<file path="config.mk">
export PLATFORM = sky130hd
export DESIGN_NAME = bmrf_seq
export DESIGN_NICKNAME = d
export VERILOG_FILES = /design/src/rtl/bmrf_pkg.sv /design/src/rtl/bmrf_mask.sv /design/src/rtl/bmrf_seq.sv
export SDC_FILE = /design/constraint.sdc
export NUM_CORES = 1
export LEC_CHECK = 0
export ABC_AREA = 0
export BUFFER_PORTS_ARGS = -buffer_cell sky130_fd_sc_hd__buf_2
export CAP_MARGIN = 0
export CORE_MARGIN = 5
export CORE_UTILIZATION = 50
export CTS_CLUSTER_SIZE = 8
export DETAILED_ROUTE_END_ITERATION = 10
export HOLD_SLACK_MARGIN = 0.1
export PLACE_DENSITY = 0.69
export REMOVE_ABC_BUFFERS = 1
export SYNTH_ARGS = -nofsm -noshare
export SYNTH_HDL_FRONTEND = slang
export SYNTH_SLANG_ARGS = --single-unit
export TNS_END_PERCENT = 5
</file>
<file path="constraint.sdc">
create_clock -name clock -period 5.68 [get_ports clock]
set_input_delay 1.136 -clock clock [delete_from_list [all_inputs] [get_ports clock]]
set_output_delay 1.136 -clock clock [all_outputs]
set_load 0.005 [all_outputs]
</file>
<file path="src/rtl/bmrf_pkg.sv">
package bmrf_pkg;

   // Fixed field widths of the request, result and register channels
   localparam int POS_W      = 8;
   localparam int SIZE_W     = 9;
   localparam int SUM_W      = 10;
   localparam int COL_W      = 11;
   localparam int CFG_W      = 9;
   localparam int CSR_DATA_W = 32;
   localparam int CSR_ADDR_W = 3;

   // Reciprocal scaling for the divide-by-word-width multipliers
   localparam int RECIP_SHIFT = 20;

   // Register reset value for both map sizes
   localparam logic [CFG_W-1:0] MAP_SIZE_RESET = 9'd256;

   // Operation codes
   localparam logic OP_MARK = 1'b0;
   localparam logic OP_TEST = 1'b1;

   // Register select (byte address bit 2)
   localparam logic REG_MAP_WIDTH  = 1'b0;
   localparam logic REG_MAP_HEIGHT = 1'b1;

   typedef struct packed {
      logic [CFG_W-1:0] width;
      logic [CFG_W-1:0] height;
   } map_cfg_type;

   typedef enum logic [5:0] {
      ST_CLEAR  = 6'b000001,
      ST_IDLE   = 6'b000010,
      ST_LOAD   = 6'b000100,
      ST_SETUP  = 6'b001000,
      ST_READ   = 6'b010000,
      ST_MODIFY = 6'b100000
   } seq_state_type;

endpackage

</file>
<file path="src/rtl/bmrf_mask.sv">
module bmrf_mask #(
   parameter int WORD_BITS = 32,
   parameter int OFF_W     = 5
) (
   input  logic [OFF_W-1:0]     lo,
   input  logic [OFF_W:0]       hi,
   output logic [WORD_BITS-1:0] mask
);

   // Set bits lo up to but not including hi
   always_comb begin
      for (int i = 0; i < WORD_BITS; i++) begin
         mask[i] = ((OFF_W+1)'(i) >= {1'b0, lo}) && ((OFF_W+1)'(i) < hi);
      end
   end

endmodule

</file>
<file path="src/rtl/bmrf_seq.sv">
module bmrf_seq #(
   parameter int MAX_WIDTH  = 256,
   parameter int MAX_HEIGHT = 256,
   parameter int WORD_BITS  = 32
) (
   input  logic                                 clock,
   input  logic                                 reset,
   input  bmrf_pkg::map_cfg_type                map_cfg,
   input  logic                                 start,
   output logic                                 busy,
   input  logic                                 req_operation,
   input  logic [bmrf_pkg::POS_W-1:0]           req_pos_x,
   input  logic [bmrf_pkg::POS_W-1:0]           req_pos_y,
   input  logic [bmrf_pkg::SIZE_W-1:0]          req_rect_width,
   input  logic [bmrf_pkg::SIZE_W-1:0]          req_rect_height,
   output logic                                 rsp_valid,
   output logic                                 rsp_bit_is_set,
   output logic                                 rsp_out_of_range,
   output logic                                 mem_we,
   output logic [((((MAX_WIDTH + WORD_BITS - 1) / WORD_BITS) * MAX_HEIGHT) > 1 ?
                  $clog2(((MAX_WIDTH + WORD_BITS - 1) / WORD_BITS) * MAX_HEIGHT) :
                  1)-1:0]                       mem_addr,
   output logic [WORD_BITS-1:0]                 mem_wdata,
   input  logic [WORD_BITS-1:0]                 mem_rdata
);

   localparam int POS_W  = bmrf_pkg::POS_W;
   localparam int SUM_W  = bmrf_pkg::SUM_W;
   localparam int COL_W  = bmrf_pkg::COL_W;
   localparam int ROW_WORDS_MAX = (MAX_WIDTH + WORD_BITS - 1) / WORD_BITS;
   localparam int STORE_DEPTH   = ROW_WORDS_MAX * MAX_HEIGHT;
   localparam int ADDR_W = (STORE_DEPTH > 1) ? $clog2(STORE_DEPTH) : 1;
   localparam int RW_W   = $clog2(ROW_WORDS_MAX + 1);
   localparam int QW     = $clog2(((2 ** POS_W) - 1) / WORD_BITS + 1);
   localparam int WI_W   = (RW_W > QW) ? RW_W : QW;
   localparam int OFF_W  = $clog2(WORD_BITS);
   localparam int RECIP  = ((1 << bmrf_pkg::RECIP_SHIFT) + WORD_BITS - 1) / WORD_BITS;
   localparam int PROD_W = SUM_W + $clog2(RECIP + 1);

   bmrf_pkg::seq_state_type state_ff, state_in;

   logic                    op_ff, op_in;
   logic [POS_W-1:0]        px_ff, px_in;
   logic [POS_W-1:0]        py_ff, py_in;
   logic [bmrf_pkg::SIZE_W-1:0] rw_ff, rw_in;
   logic [bmrf_pkg::SIZE_W-1:0] rh_ff, rh_in;
   logic [SUM_W-1:0]        eff_w_ff, eff_w_in;
   logic [SUM_W-1:0]        eff_h_ff, eff_h_in;
   logic [RW_W-1:0]         row_words_ff, row_words_in;
   logic [QW-1:0]           q_ff, q_in;
   logic [OFF_W-1:0]        rem_ff, rem_in;
   logic [COL_W-1:0]        col0_ff, col0_in;
   logic [COL_W-1:0]        col_ff, col_in;
   logic [SUM_W-1:0]        x1_ff, x1_in;
   logic [SUM_W-1:0]        y1_ff, y1_in;
   logic [POS_W-1:0]        y_ff, y_in;
   logic [WI_W-1:0]         wi_ff, wi_in;
   logic [ADDR_W-1:0]       row_base_ff, row_base_in;
   logic                    first_ff, first_in;
   logic                    oor_ff, oor_in;
   logic [ADDR_W-1:0]       clear_ff, clear_in;
   logic                    rsp_valid_ff, rsp_valid_in;
   logic                    rsp_bit_ff, rsp_bit_in;
   logic                    rsp_oor_ff, rsp_oor_in;

   // Working signals of the shared address / column unit
   logic [SUM_W-1:0]        eff_w_c;
   logic [SUM_W-1:0]        eff_h_c;
   logic [PROD_W-1:0]       rw_prod;
   logic [PROD_W-1:0]       q_prod;
   logic [POS_W+RW_W-1:0]   rb_prod;
   logic [COL_W-1:0]        col0_c;
   logic [SUM_W-1:0]        x_end;
   logic [SUM_W-1:0]        y_end;
   logic                    mark_oor;
   logic                    test_oor;
   logic [COL_W-1:0]        col_next;
   logic                    row_end;
   logic [OFF_W-1:0]        mask_lo;
   logic [OFF_W:0]          mask_hi;
   logic [WORD_BITS-1:0]    mask;

   bmrf_mask #(
      .WORD_BITS (WORD_BITS),
      .OFF_W     (OFF_W)
   ) u_mask (
      .lo   (mask_lo),
      .hi   (mask_hi),
      .mask (mask)
   );

   // Clip the map sizes to the storage and split coordinates into word and offset
   always_comb begin
      eff_w_c  = (int'(map_cfg.width) > MAX_WIDTH) ? SUM_W'(MAX_WIDTH) : SUM_W'(map_cfg.width);
      eff_h_c  = (int'(map_cfg.height) > MAX_HEIGHT) ? SUM_W'(MAX_HEIGHT) :
                 SUM_W'(map_cfg.height);
      rw_prod  = PROD_W'(eff_w_c + SUM_W'(WORD_BITS - 1)) * PROD_W'(RECIP);
      q_prod   = PROD_W'(px_ff) * PROD_W'(RECIP);
      rb_prod  = py_ff * row_words_ff;
      col0_c   = COL_W'(q_ff) * COL_W'(WORD_BITS);
      x_end    = SUM_W'(px_ff) + SUM_W'(rw_ff);
      y_end    = SUM_W'(py_ff) + SUM_W'(rh_ff);
      mark_oor = (x_end > eff_w_ff) || (y_end > eff_h_ff);
      test_oor = (SUM_W'(px_ff) >= eff_w_ff) || (SUM_W'(py_ff) >= eff_h_ff);
      col_next = col_ff + COL_W'(WORD_BITS);
      row_end  = col_next >= COL_W'(x1_ff);
      mask_lo  = first_ff ? rem_ff : '0;
      mask_hi  = row_end ? (OFF_W+1)'(COL_W'(x1_ff) - col_ff) : (OFF_W+1)'(WORD_BITS);
   end

   // Sequencer: next values of all registers
   always_comb begin
      state_in     = state_ff;
      op_in        = op_ff;
      px_in        = px_ff;
      py_in        = py_ff;
      rw_in        = rw_ff;
      rh_in        = rh_ff;
      eff_w_in     = eff_w_ff;
      eff_h_in     = eff_h_ff;
      row_words_in = row_words_ff;
      q_in         = q_ff;
      rem_in       = rem_ff;
      col0_in      = col0_ff;
      col_in       = col_ff;
      x1_in        = x1_ff;
      y1_in        = y1_ff;
      y_in         = y_ff;
      wi_in        = wi_ff;
      row_base_in  = row_base_ff;
      first_in     = first_ff;
      oor_in       = oor_ff;
      clear_in     = clear_ff;
      rsp_valid_in = 1'b0;
      rsp_bit_in   = rsp_bit_ff;
      rsp_oor_in   = rsp_oor_ff;

      unique case (state_ff)
         bmrf_pkg::ST_CLEAR: begin
            clear_in = clear_ff + 1'b1;
            if (clear_ff == ADDR_W'(STORE_DEPTH - 1)) begin
               state_in = bmrf_pkg::ST_IDLE;
            end
         end
         bmrf_pkg::ST_IDLE: begin
            // Capture the request
            op_in = req_operation;
            px_in = req_pos_x;
            py_in = req_pos_y;
            rw_in = req_rect_width;
            rh_in = req_rect_height;
            if (start) begin
               state_in = bmrf_pkg::ST_LOAD;
            end
         end
         bmrf_pkg::ST_LOAD: begin
            eff_w_in     = eff_w_c;
            eff_h_in     = eff_h_c;
            row_words_in = RW_W'(rw_prod >> bmrf_pkg::RECIP_SHIFT);
            q_in         = QW'(q_prod >> bmrf_pkg::RECIP_SHIFT);
            state_in     = bmrf_pkg::ST_SETUP;
         end
         bmrf_pkg::ST_SETUP: begin
            rem_in      = OFF_W'(COL_W'(px_ff) - col0_c);
            col0_in     = col0_c;
            col_in      = col0_c;
            wi_in       = WI_W'(q_ff);
            first_in    = 1'b1;
            row_base_in = ADDR_W'(rb_prod);
            y_in        = py_ff;
            x1_in       = (x_end > eff_w_ff) ? eff_w_ff : x_end;
            y1_in       = (y_end > eff_h_ff) ? eff_h_ff : y_end;
            oor_in      = mark_oor;
            if (op_ff == bmrf_pkg::OP_TEST) begin
               if (test_oor) begin
                  rsp_valid_in = 1'b1;
                  rsp_bit_in   = 1'b0;
                  rsp_oor_in   = 1'b1;
                  state_in     = bmrf_pkg::ST_IDLE;
               end else begin
                  state_in = bmrf_pkg::ST_READ;
               end
            end else if (rw_ff == '0 || rh_ff == '0) begin
               // Empty rectangle: nothing to set
               rsp_valid_in = 1'b1;
               rsp_bit_in   = 1'b0;
               rsp_oor_in   = 1'b0;
               state_in     = bmrf_pkg::ST_IDLE;
            end else if (SUM_W'(px_ff) < x1_in && SUM_W'(py_ff) < y1_in) begin
               state_in = bmrf_pkg::ST_READ;
            end else begin
               // Rectangle clipped away completely
               rsp_valid_in = 1'b1;
               rsp_bit_in   = 1'b0;
               rsp_oor_in   = mark_oor;
               state_in     = bmrf_pkg::ST_IDLE;
            end
         end
         bmrf_pkg::ST_READ: begin
            state_in = bmrf_pkg::ST_MODIFY;
         end
         bmrf_pkg::ST_MODIFY: begin
            if (op_ff == bmrf_pkg::OP_TEST) begin
               rsp_valid_in = 1'b1;
               rsp_bit_in   = mem_rdata[rem_ff];
               rsp_oor_in   = 1'b0;
               state_in     = bmrf_pkg::ST_IDLE;
            end else if (!row_end) begin
               // Advance to the next word of this row
               wi_in    = wi_ff + 1'b1;
               col_in   = col_next;
               first_in = 1'b0;
               state_in = bmrf_pkg::ST_READ;
            end else if (SUM_W'(y_ff) + 1'b1 >= y1_ff) begin
               rsp_valid_in = 1'b1;
               rsp_bit_in   = 1'b0;
               rsp_oor_in   = oor_ff;
               state_in     = bmrf_pkg::ST_IDLE;
            end else begin
               // Advance to the first word of the next row
               y_in        = y_ff + 1'b1;
               row_base_in = row_base_ff + ADDR_W'(row_words_ff);
               wi_in       = WI_W'(q_ff);
               col_in      = col0_ff;
               first_in    = 1'b1;
               state_in    = bmrf_pkg::ST_READ;
            end
         end
         default: begin
            state_in = bmrf_pkg::ST_IDLE;
         end
      endcase
   end

   // Control registers
   always_ff @(posedge clock) begin
      if (reset) begin
         state_ff     <= bmrf_pkg::ST_CLEAR;
         clear_ff     <= '0;
         rsp_valid_ff <= 1'b0;
      end else begin
         state_ff     <= state_in;
         clear_ff     <= clear_in;
         rsp_valid_ff <= rsp_valid_in;
      end
   end

   // Payload registers
   always_ff @(posedge clock) begin
      op_ff        <= op_in;
      px_ff        <= px_in;
      py_ff        <= py_in;
      rw_ff        <= rw_in;
      rh_ff        <= rh_in;
      eff_w_ff     <= eff_w_in;
      eff_h_ff     <= eff_h_in;
      row_words_ff <= row_words_in;
      q_ff         <= q_in;
      rem_ff       <= rem_in;
      col0_ff      <= col0_in;
      col_ff       <= col_in;
      x1_ff        <= x1_in;
      y1_ff        <= y1_in;
      y_ff         <= y_in;
      wi_ff        <= wi_in;
      row_base_ff  <= row_base_in;
      first_ff     <= first_in;
      oor_ff       <= oor_in;
      rsp_bit_ff   <= rsp_bit_in;
      rsp_oor_ff   <= rsp_oor_in;
   end

   // Memory port: clearing pass, then a read (test) or read-modify-write (mark) of one word
   always_comb begin
      mem_we    = (state_ff == bmrf_pkg::ST_CLEAR) ||
                  (state_ff == bmrf_pkg::ST_MODIFY && op_ff == bmrf_pkg::OP_MARK);
      mem_addr  = (state_ff == bmrf_pkg::ST_CLEAR) ? clear_ff :
                  row_base_ff + ADDR_W'(wi_ff);
      mem_wdata = (state_ff == bmrf_pkg::ST_CLEAR) ? '0 : (mem_rdata | mask);
   end

   assign busy             = (state_ff != bmrf_pkg::ST_IDLE);
   assign rsp_valid        = rsp_valid_ff;
   assign rsp_bit_is_set   = rsp_bit_ff;
   assign rsp_out_of_range = rsp_oor_ff;

   // Result strobe only follows a finished request
   a_rsp_when_idle: assert property (@(posedge clock) disable iff (reset)
      rsp_valid_ff |-> state_ff == bmrf_pkg::ST_IDLE)
      else $error("result strobe while sequencer busy");

   a_start_loads: assert property (@(posedge clock) disable iff (reset)
      (start && state_ff == bmrf_pkg::ST_IDLE) |=> state_ff == bmrf_pkg::ST_LOAD)
      else $error("accepted request did not start the sequencer");

   a_write_source: assert property (@(posedge clock) disable iff (reset)
      mem_we |-> (state_ff == bmrf_pkg::ST_CLEAR ||
                  (state_ff == bmrf_pkg::ST_MODIFY && op_ff == bmrf_pkg::OP_MARK)))
      else $error("store written outside clear or mark");

   a_modify_after_read: assert property (@(posedge clock) disable iff (reset)
      state_ff == bmrf_pkg::ST_MODIFY |-> $past(state_ff) == bmrf_pkg::ST_READ)
      else $error("modify step without a preceding read");

   a_bit_not_oor: assert property (@(posedge clock) disable iff (reset)
      (rsp_valid_ff && rsp_bit_ff) |-> !rsp_oor_ff)
      else $error("set bit reported together with out of range");

endmodule

</file>
# ---- After elaboration in Yosys (flattened, before gate mapping)
# Cells that the tools add are included.
dict set report totals {
  reg_bits 146
  input_bits 88
  elab_cells 239
}
dict set report op_classes {
  addsub 12
  multipliers 1
  n_lt_le_gt_ge 74
  eq_ne 18
  n_mux 63
  bitwise 2
  n_reduce_logical 44
}
# operator count
set ops {}
lappend ops {{$lt 5x6->1 const A} 16}
lappend ops {{$mux 11} 7}
lappend ops {{$ge 5x5->1 const A} 15}
lappend ops {{$lt 4x6->1 const A} 8}
lappend ops {{$pmux 11 s2} 2}
lappend ops {{$ge 4x5->1 const A} 8}
lappend ops {{$pmux 6 s6} 1}
lappend ops {{$mux 5} 7}
lappend ops {{$logic_and 1x1->1} 33}
lappend ops {{$mux 32} 1}
lappend ops {{$or 32x32->32} 1}
lappend ops {{$mux 1} 25}
lappend ops {{$lt 3x6->1 const A} 4}
lappend ops {{$mux 6} 4}
lappend ops {{$mux 8} 3}
lappend ops {{$add 11x4->11} 2}
lappend ops {{$add 8x9->10} 2}
lappend ops {{$ge 3x5->1 const A} 4}
lappend ops {{$ge 8x10->1} 2}
lappend ops {{$gt 10x10->1} 2}
lappend ops {{$lt 8x10->1} 2}
lappend ops {{$mux 10} 2}
lappend ops {{$gt 9x9->1 const B} 2}
lappend ops {{$logic_not 9->1} 2}
lappend ops {{40 further kinds} 59}

# ---- Longest topological paths before layout
# Gate-level depths: netlist of run 1.
dict set report logic_depth {
  depth_word 9
  depth_mapped 26
}

# ---- By module
# A second synthesis of run 1 with hierarchy kept.
dict set report unflattened {
  cells_unflattened 1111
  area_unflattened_um2 10652.7
}
# module instances cells_each area_per_inst_um2 seq_area_each_um2
set modules_own_cells {}
lappend modules_own_cells {bmrf_seq 1 1012 10048.4 4144.0}
lappend modules_own_cells {bmrf_mask 1 99 604.3 0.0}

# ---- Worst setup path before layout of run 1
# OpenSTA, ideal clock, no wires.
dict set report synth_path {
  path_kind {register to register}
  from {register px_ff[6]}
  to {register rsp_bit_ff, in the netlist rsp_bit_is_set (enable)}
  t_arrival_ns 4.787
  required_ns 5.429
  slack_ns 0.643
  path_stages_with_launch 22
  synth_period_minus_slack_ns 5.037
  path_cell_list {edfxtp_1 -> ha_1 -> a2111oi_1 -> a21oi_1 -> xor2_1 -> ha_1 -> a21o_1 -> a21oi_1 -> o2111ai_1 -> a221oi_2 -> buf_2 -> buf_2 -> a21oi_1 -> ha_1 -> a21o_1 -> a21oi_1 -> nor2b_1 -> or4_1 -> o32a_1 -> nand4_1 -> a31oi_1 -> a22o_1}
}
dict set report synth_between {
  elab_chain_len 7
}
# item line
set synth_lines {}
lappend synth_lines {{start, declared} bmrf_seq.sv:43} ;# logic [POS_W-1:0] px_ff, px_in;
lappend synth_lines {{start signal, assigned} bmrf_seq.sv:251} ;# px_ff <= px_in;
lappend synth_lines {{$add 8x9->10} bmrf_seq.sv:101} ;# x_end = SUM_W'(px_ff) + SUM_W'(rw_ff);
lappend synth_lines {{$gt 10x10->1} bmrf_seq.sv:171} ;# x1_in = (x_end > eff_w_ff) ? eff_w_ff : x_end;
lappend synth_lines {{$mux 10} bmrf_seq.sv:171}
lappend synth_lines {{$lt 8x10->1} bmrf_seq.sv:189} ;# end else if (SUM_W'(px_ff) < x1_in && SUM_W'(py_ff) < y1_in) begin
lappend synth_lines {{$logic_and 1x1->1} bmrf_seq.sv:189}
lappend synth_lines {{$ne 4x4->1 (no source line)} --}
lappend synth_lines {{$reduce_and 5->1 (no source line) *} --}
lappend synth_lines {{end signal, assigned} bmrf_seq.sv:269} ;# rsp_bit_ff <= rsp_bit_in;
lappend synth_lines {{end, declared} bmrf_seq.sv:63} ;# logic rsp_bit_ff, rsp_bit_in;
# Mark *: on every way between the ends. The rest lies on a longest branch, timed or not.
# A chain may end at the register's enable or synchronous reset.

# ---- Worst setup path in the final report of run 1
dict set report layout_path {
  from {register rh_ff[1] (netlist name)}
  to {register rsp_oor_ff, in the netlist rsp_out_of_range (enable)}
}
dict set report layout_between {
  elab_chain_len 7
}
# item line
set layout_lines {}
lappend layout_lines {{start, declared} bmrf_seq.sv:46} ;# logic [bmrf_pkg::SIZE_W-1:0] rh_ff, rh_in;
lappend layout_lines {{start signal, assigned} bmrf_seq.sv:254} ;# rh_ff <= rh_in;
lappend layout_lines {{$add 8x9->10} bmrf_seq.sv:102} ;# y_end = SUM_W'(py_ff) + SUM_W'(rh_ff);
lappend layout_lines {{$gt 10x10->1} bmrf_seq.sv:172} ;# y1_in = (y_end > eff_h_ff) ? eff_h_ff : y_end;
lappend layout_lines {{$mux 10} bmrf_seq.sv:172}
lappend layout_lines {{$lt 8x10->1} bmrf_seq.sv:189}
lappend layout_lines {{$logic_and 1x1->1} bmrf_seq.sv:189}
lappend layout_lines {{$ne 4x4->1 (no source line) *} --}
lappend layout_lines {{$reduce_and 5->1 (no source line) *} --}
lappend layout_lines {{end signal, assigned} bmrf_seq.sv:270} ;# rsp_oor_ff <= rsp_oor_in;
lappend layout_lines {{end, declared} bmrf_seq.sv:64} ;# logic rsp_oor_ff, rsp_oor_in;
# Marked as above.

==> results of run 1 <==
layer usage:
metal	up-vias	part of all wire, %
met5	-	0
met1	4055	47
met3	43	5.7
met2	248	45
met4	0	2.1
li1	4321	-
power by group:
part | switching, mW | leakage (nW) | total [mW] | internal, mW
registers | 0.0705 | 1.31 | 1.33 | 1.26
clock network | 0.480 | 0.290 | 1.14 | 0.662
logic | 0.982 | 3.85 | 1.80 | 0.821
cell usage after synthesis, types with 5 or more instances:
master and number:
nand4_1 10, and2_1 14, a22oi_1 5, nand3_1 38, inv_1 102, fa_1 17
nand2b_1 16, dfxtp_1 18, o21a_1 25, mux2_2 6, a32o_1 6, a21oi_1 64
buf_1 5, nand2_1 101, o2111ai_1 6, o21bai_1 5, nor2b_1 30, nor2_1 97
mux4_2 10, xor2_1 28, o21ai_1 8, clkbuf_1 26, buf_2 6, a22o_1 7
edfxtp_1 126, ha_1 114, a211oi_1 9, a31oi_1 6, o21ai_0 48, nor3_1 17
and3_1 10, xnor2_1 35, a21o_1 26, nor4_1 7
stage by stage:
stage	TNS, ns	instances	instance area [um2]
global route	-0.00556	1552	12500
global placement	0	1516	11900
detailed placement	0	1516	11900
finish	0	1552	12500
floorplan	0	1087	10800
CTS	0	1548	12500
registers in the layout, indices dropped and copies added (netlist names), 9 cells and up:
name         flops
clear_ff        11
col_ff          11
eff_h_ff         9
eff_w_ff         9
rh_ff            9
row_base_ff     11
rw_ff            9
x1_ff           10
y1_ff           10
cell families after synthesis:
kind of cell    Yosys count  synth area share, %
flops                   144                 38.0
fa+ha+maj               131                 16.2
mux                      21                 3.16
buf+inv                 140                 4.92
compound gates          257                 16.0
other cells               1               0.0344
simple gates            365                 16.5
xor+xnor                 64                 5.21
path summary, 6_finish.rpt:
kind         depth (start not counted)   startpoint  slack [ns]               end
max                                 23     rh_ff[1]        0.40  rsp_out_of_range
min                                  2  clear_ff[1]        0.51       clear_ff[1]
max reg2reg                         23     rh_ff[1]        0.40  rsp_out_of_range
min reg2reg                          2  clear_ff[1]        0.51       clear_ff[1]
final cells by class:
class	instances	area [um2]	area share (%)
inverter	102	383	3.06
multi-input combinational	841	6240	49.8
clock buffer	18	429	3.43
timing repair buffer	153	815	6.50
clock inverter	14	166	1.33
sequential	144	4140	33.1
tap	280	350	2.80
timing repair:
item,in CTS,in global routing
endpoints found under the setup margin,0,2
buffers inserted,0,4
gates resized for setup,0,3
worst reg2reg max path, delay by kind of cell (launching register included):
family | cells | cell delay [ns]
compound gates | 13 | 2.79
xor+xnor | 1 | 0.20
fa+ha+maj | 3 | 0.90
buf+inv | 1 | 0.21
flops | 1 | 0.45
simple gates | 5 | 0.47
==> summary.txt, run 1 <==
Setup path
  • Worst-path fanout max: 17
  • Crit. End Element: register
  • Startpoint Class: register
  • Critical Path RT: 5.87 ns
  • Crit-path leading delay family: compound AO/OA/AOI/OAI gates
  • Crit path top cell by count: ha_1
  • Critical Path Slowest Stage Cell: o311ai_1
  • Setup CP Type: reg2reg
  • Critical path buffers and inverters: 1
  • Arrival time of the worst setup path: 5.47 ns
  • CP Cell Sequence: ha_1 > a211o_1 > a21oi_1 > o21ai_1 > o21a_1 > nor2_1 > xnor2_1 > ha_1 > a22oi_1 > o2111ai_1 > a32o_1 > nor2_2 > buf_4 > nor2_1 > a21oi_1 > ha_1 > o21ai_0 > nand2b_1 > nand3_1 > a211oi_1 > o311ai_1 > a31oi_1 > a22o_1
  • Max incr delay on CP: 0.46 ns

Clock tree
  • CTS hold repair buffers: 0
  • CTS tree: yes
  • Root Buffer: clkbuf_16
  • CTS H-tree lvls: 4
  • Clock Latency Late Sink: 0.44 ns
  • Clk sinks: 144
  • CTS Buffer Depth: 2
  • Clk slew on worst S/H paths: 0.06 ns
  • CTS Buf Count: 17

GRT
  • Vias in the first global route: 8368
  • Total global-route track usage: 20.7%
  • Total gr overflow: 0
  • First-pass GRT wire length: 41.1 mm
  • Largest net degree at the start of global routing: 42
  • Busiest grt layer: met2
  • Met3 Usage GRT: 3.34%
  • Initial antenna violation count: 0
  • Met1 GRT Util: 28.7%
  • Met2 GRT Util: 33.3%

Flow run
  • Max Cap Viol: 0

Routing
  • Vias/cell: 5.58
  • Drt wl/cell: 16.4 um
  • Total length of routed wires: 25.5 mm
  • DR vias: 8667
  • 1st-iter DRT viols: 548
  • DR pass1 iterations: 5
  • Remaining antenna violation count: 0
  • Drt drc: 0

Synth
  • Synth top area share: 34.7%
  • Synth cell types: 82
  • Number of synthesized register bits: 144
  • Cell area after synthesis: 10900 um2
  • Avg Inst Size Synth: 9.71 um2
  • Cell count after synthesis: 1123
  • Sequential-to-total area share from yosys stat: 38.0%
  • Ys async rst share: 0%
  • Warnings from Yosys: 0
  • EDFF count, synth: 126
  • Top FF cell, synth: edfxtp_1
  • Area leader, netlist: edfxtp_1
  • Synth area leaders: edfxtp_1, ha_1, inv_1

Power
  • Max rail drop VDD: 220 uV
  • Final Power: 4.28 mW
  • Leakage power: 5.45 nW
  • Ratio of total power to cell area: 342 nW/um2

Placement
  • Port Buffers: 135
  • Final GP Congestion: 0.901
  • Post-detail-place hpwl: 19.8 mm
  • Placement Setup Slack: 0.322 ns

Die
  • Initial Utilization: 50.4%
  • Num ports: 136
  • CORE AREA: 21600 um2
  • Site Rows: 54
  • Die Wd: 158 um
  • Die area: 24900 um2
  • Die Height: 158 um

Final layout
  • Most frequent cells in the layout: buf_2, edfxtp_1, ha_1
  • Layout area overhead: 14.9%
  • Antenna diode count: 0
  • FILL cells: 1967
  • Most common cell after layout, fill and taps aside: buf_2
  • Final Util: 57.9%
  • Final net count: 1478
  • Layout cells sized above 1: 17.6%

STA
  • Setup WS post-layout: 0.404 ns
  • Final period utilization: 92.9%
  • Worst hold slack: 0.514 ns
  • Final Hold Fails: 0
  • Final setup fails: 0
  • Pins Over Slew Limit: 0
  • Slew at the pin closest to its max-slew limit: 1.14 ns
  • Minimum clock period: 5.28 ns
  • Slew HR: 24.0%
  • Clock skew: 0.0134 ns
  • Fmax: 190 MHz

Outcome
  • Status: finished, final reports clean

Worst hold path
  • Worst hold path type: reg2reg
Power figures use the tool's default switching activity.
==> run 2, diff against run 1 <==
- clock period: 5.68 -> 6.2 ns (I/O delays scaled with it)
==> run 2 against run 1 <==
Against the previous run: global-route usage about the same; highest routed layer unchanged; critical endpoint is now rsp_bit_is_set; combinational power decreased by 11%; setup slack got worse by 0.027 ns; clock skew decreased by 0.0027 ns.
==> summary.txt, run 2 (synthesis gave the netlist of run 1 again) <==
Flow run
  • Max Cap Viol: 0 (unchanged)

Routing
  • DR WL met2: 11.5 mm (about the same)
  • Met1 WL: 12.0 mm (about the same)
  • Total length of routed wires: 25.3 mm (was 25.5 mm)
  • DR pass1 iterations: 5 (unchanged)
  • Drt wl/cell: 16.4 um (about the same)
  • Top Layer Used: met4 (unchanged)
  • Routed met3 length: 1.39 mm (was 1.45 mm)
  • Remaining antenna violation count: 0 (unchanged)
  • Vias/cell: 5.51 (was 5.58)
  • DR vias: 8484 (was 8667)
  • Drt drc: 0 (unchanged)
  • 1st-iter DRT viols: 585 (was 548)

Clock tree
  • CTS resizes: 0 (unchanged)
  • CTS Buffer Depth: 2 (unchanged)
  • CTS hold repair buffers: 0 (unchanged)
  • Setup Fix Bufs, Post-CTS: 0 (unchanged)
  • Clk slew on worst S/H paths: 0.06 ns (about the same)
  • Clk sinks: 144 (unchanged)
  • CTS tree: yes (unchanged)
  • CTS H-tree lvls: 4 (unchanged)
  • Root Buffer: clkbuf_16 (unchanged)
  • Clock Latency Late Sink: 0.42 ns (was 0.44 ns)
  • CTS Buf Count: 17 (unchanged)

Final layout
  • Most common cell after layout, fill and taps aside: buf_2 (unchanged)
  • Layout area overhead: 13.5% (was 14.9%)
  • Finished Layout Cells: 1540 (was 1552)
  • Most frequent cells in the layout: buf_2, edfxtp_1, ha_1 (unchanged)
  • Top Registers: clear_ff x11, col_ff x11, row_base_ff x11 (unchanged)
  • Layout cells sized above 1: 16.5% (was 17.6%)
  • Antenna diode count: 0 (unchanged)
  • Final net count: 1467 (was 1478)

GRT
  • First-pass GRT wire length: 41.1 mm (about the same)
  • Vias in the first global route: 8381 (was 8368)
  • Initial antenna violation count: 0 (unchanged)
  • Largest net degree at the start of global routing: 42 (unchanged)
  • Total gr overflow: 0 (unchanged)
  • Total global-route track usage: 20.6% (was 20.7%)

STA
  • Minimum clock period: 5.82 ns (was 5.28 ns)
  • Slew at the pin closest to its max-slew limit: 1.14 ns (about the same)
  • Pins Over Slew Limit: 0 (unchanged)
  • Fmax: 172 MHz (was 190 MHz)
  • Final period utilization: 93.9% (was 92.9%)
  • RSZ-0062 raised after global routing: no
  • TNS Setup: 0 ns (unchanged)
  • Final setup fails: 0 (unchanged)
  • Clock skew: 0.0107 ns (was 0.0134 ns)
  • Slew HR: 24.2% (was 24.0%)
  • Setup WS post-layout: 0.377 ns (was 0.404 ns)
  • Worst hold slack: 0.512 ns (was 0.514 ns)
  • Final Hold Fails: 0 (unchanged)

Power
  • Leakage power: 5.36 nW (was 5.45 nW)
  • Ratio of total power to cell area: 305 nW/um2 (was 342 nW/um2)
  • Max rail drop VDD: 160 uV (was 220 uV)

Placement
  • Final GP Congestion: 0.891 (was 0.901)
  • Post-detail-place hpwl: 19.5 mm (was 19.8 mm)
  • Port Buffers: 135 (unchanged)
  • Placed Cells: 1509 (was 1516)
  • Placement Setup Slack: 0.584 ns (was 0.322 ns)

Setup path
  • Startpoint Class: register (unchanged)
  • Critical Path RT: 6.33 ns (was 5.87 ns)
  • Setup CP Type: reg2reg (unchanged)
  • Crit. End Element: register (unchanged)
  • Worst-path fanout max: 17 (unchanged)
  • Arrival time of the worst setup path: 5.95 ns (was 5.47 ns)

Die
  • Die Height: 158 um (unchanged)
  • CORE AREA: 21600 um2 (unchanged)
  • Die Wd: 158 um (unchanged)
  • Die area: 24900 um2 (unchanged)
  • Num ports: 136 (unchanged)
  • Site Rows: 54 (unchanged)
  • Initial Utilization: 50.4% (unchanged)

Outcome
  • Status: finished, final reports clean (unchanged)

Worst hold path
  • Worst hold path type: reg2reg (unchanged)
## run 2: power breakdown
group          internal [mW]  switching, mW  total [mW]  leakage (nW)
Combinational          0.723          0.877        1.60          3.80
Sequential              1.16         0.0702        1.23          1.31
Clock                  0.548          0.403       0.951         0.255
Total                   2.43           1.35        3.78          5.36
## run 2: cell type report
cell class,instances,area (um2)
fillers,1902,9250
multi-input cells,841,6230
flip-flops and latches,144,4140
repair buffers,142,728
clock buffers,17,425
inverters,102,383
well taps,280,350
clock inverters,14,116
## run 2: per-layer routing
metal / track usage (%) / up-vias
met5: 0 / -
met4: 5.45 / 0
met3: 3.39 / 22
met2: 33.4 / 228
met1: 28.9 / 3943
li1: - / 4291
## run 2: final timing paths
check | start | end | slack (ns) | cells past startpoint
setup reg to reg | py_ff[1] | rsp_bit_is_set | 0.38 | 21
hold reg to reg | q_ff[1] | col0_ff[6] | 0.51 | 0
setup / recovery | py_ff[1] | rsp_bit_is_set | 0.38 | 21
hold / removal | q_ff[1] | col0_ff[6] | 0.51 | 0
## run 2: worst max-delay path, cell delays in order, from the launching register on
cell	delay (ns)
edfxtp_1	0.54
ha_1	0.38
a211o_1	0.31
a21oi_1	0.23
o21ai_1	0.14
o21a_1	0.18
nor2_1	0.10
xnor2_1	0.18
ha_1	0.31
a22oi_1	0.15
o2111ai_1	0.18
a32o_1	0.32
nor2_2	0.52
a21o_1	0.23
inv_1	0.05
ha_1	0.28
and4_1	0.21
nand3_1	0.11
nor4_1	0.31
o311ai_1	0.21
a31oi_1	0.34
a22o_1	0.23
## run 2: through the flow
stage / utilization, % / total power, mW / area, um2
detailed placement: 54.7 / 2.84 / 11800
global route: 57.2 / 4.07 / 12400
finish: 57.2 / 3.78 / 12400
CTS: 57.2 / 3.81 / 12400
floorplan: - / 2.28 / 10800
global placement: 54.7 / 2.81 / 11800
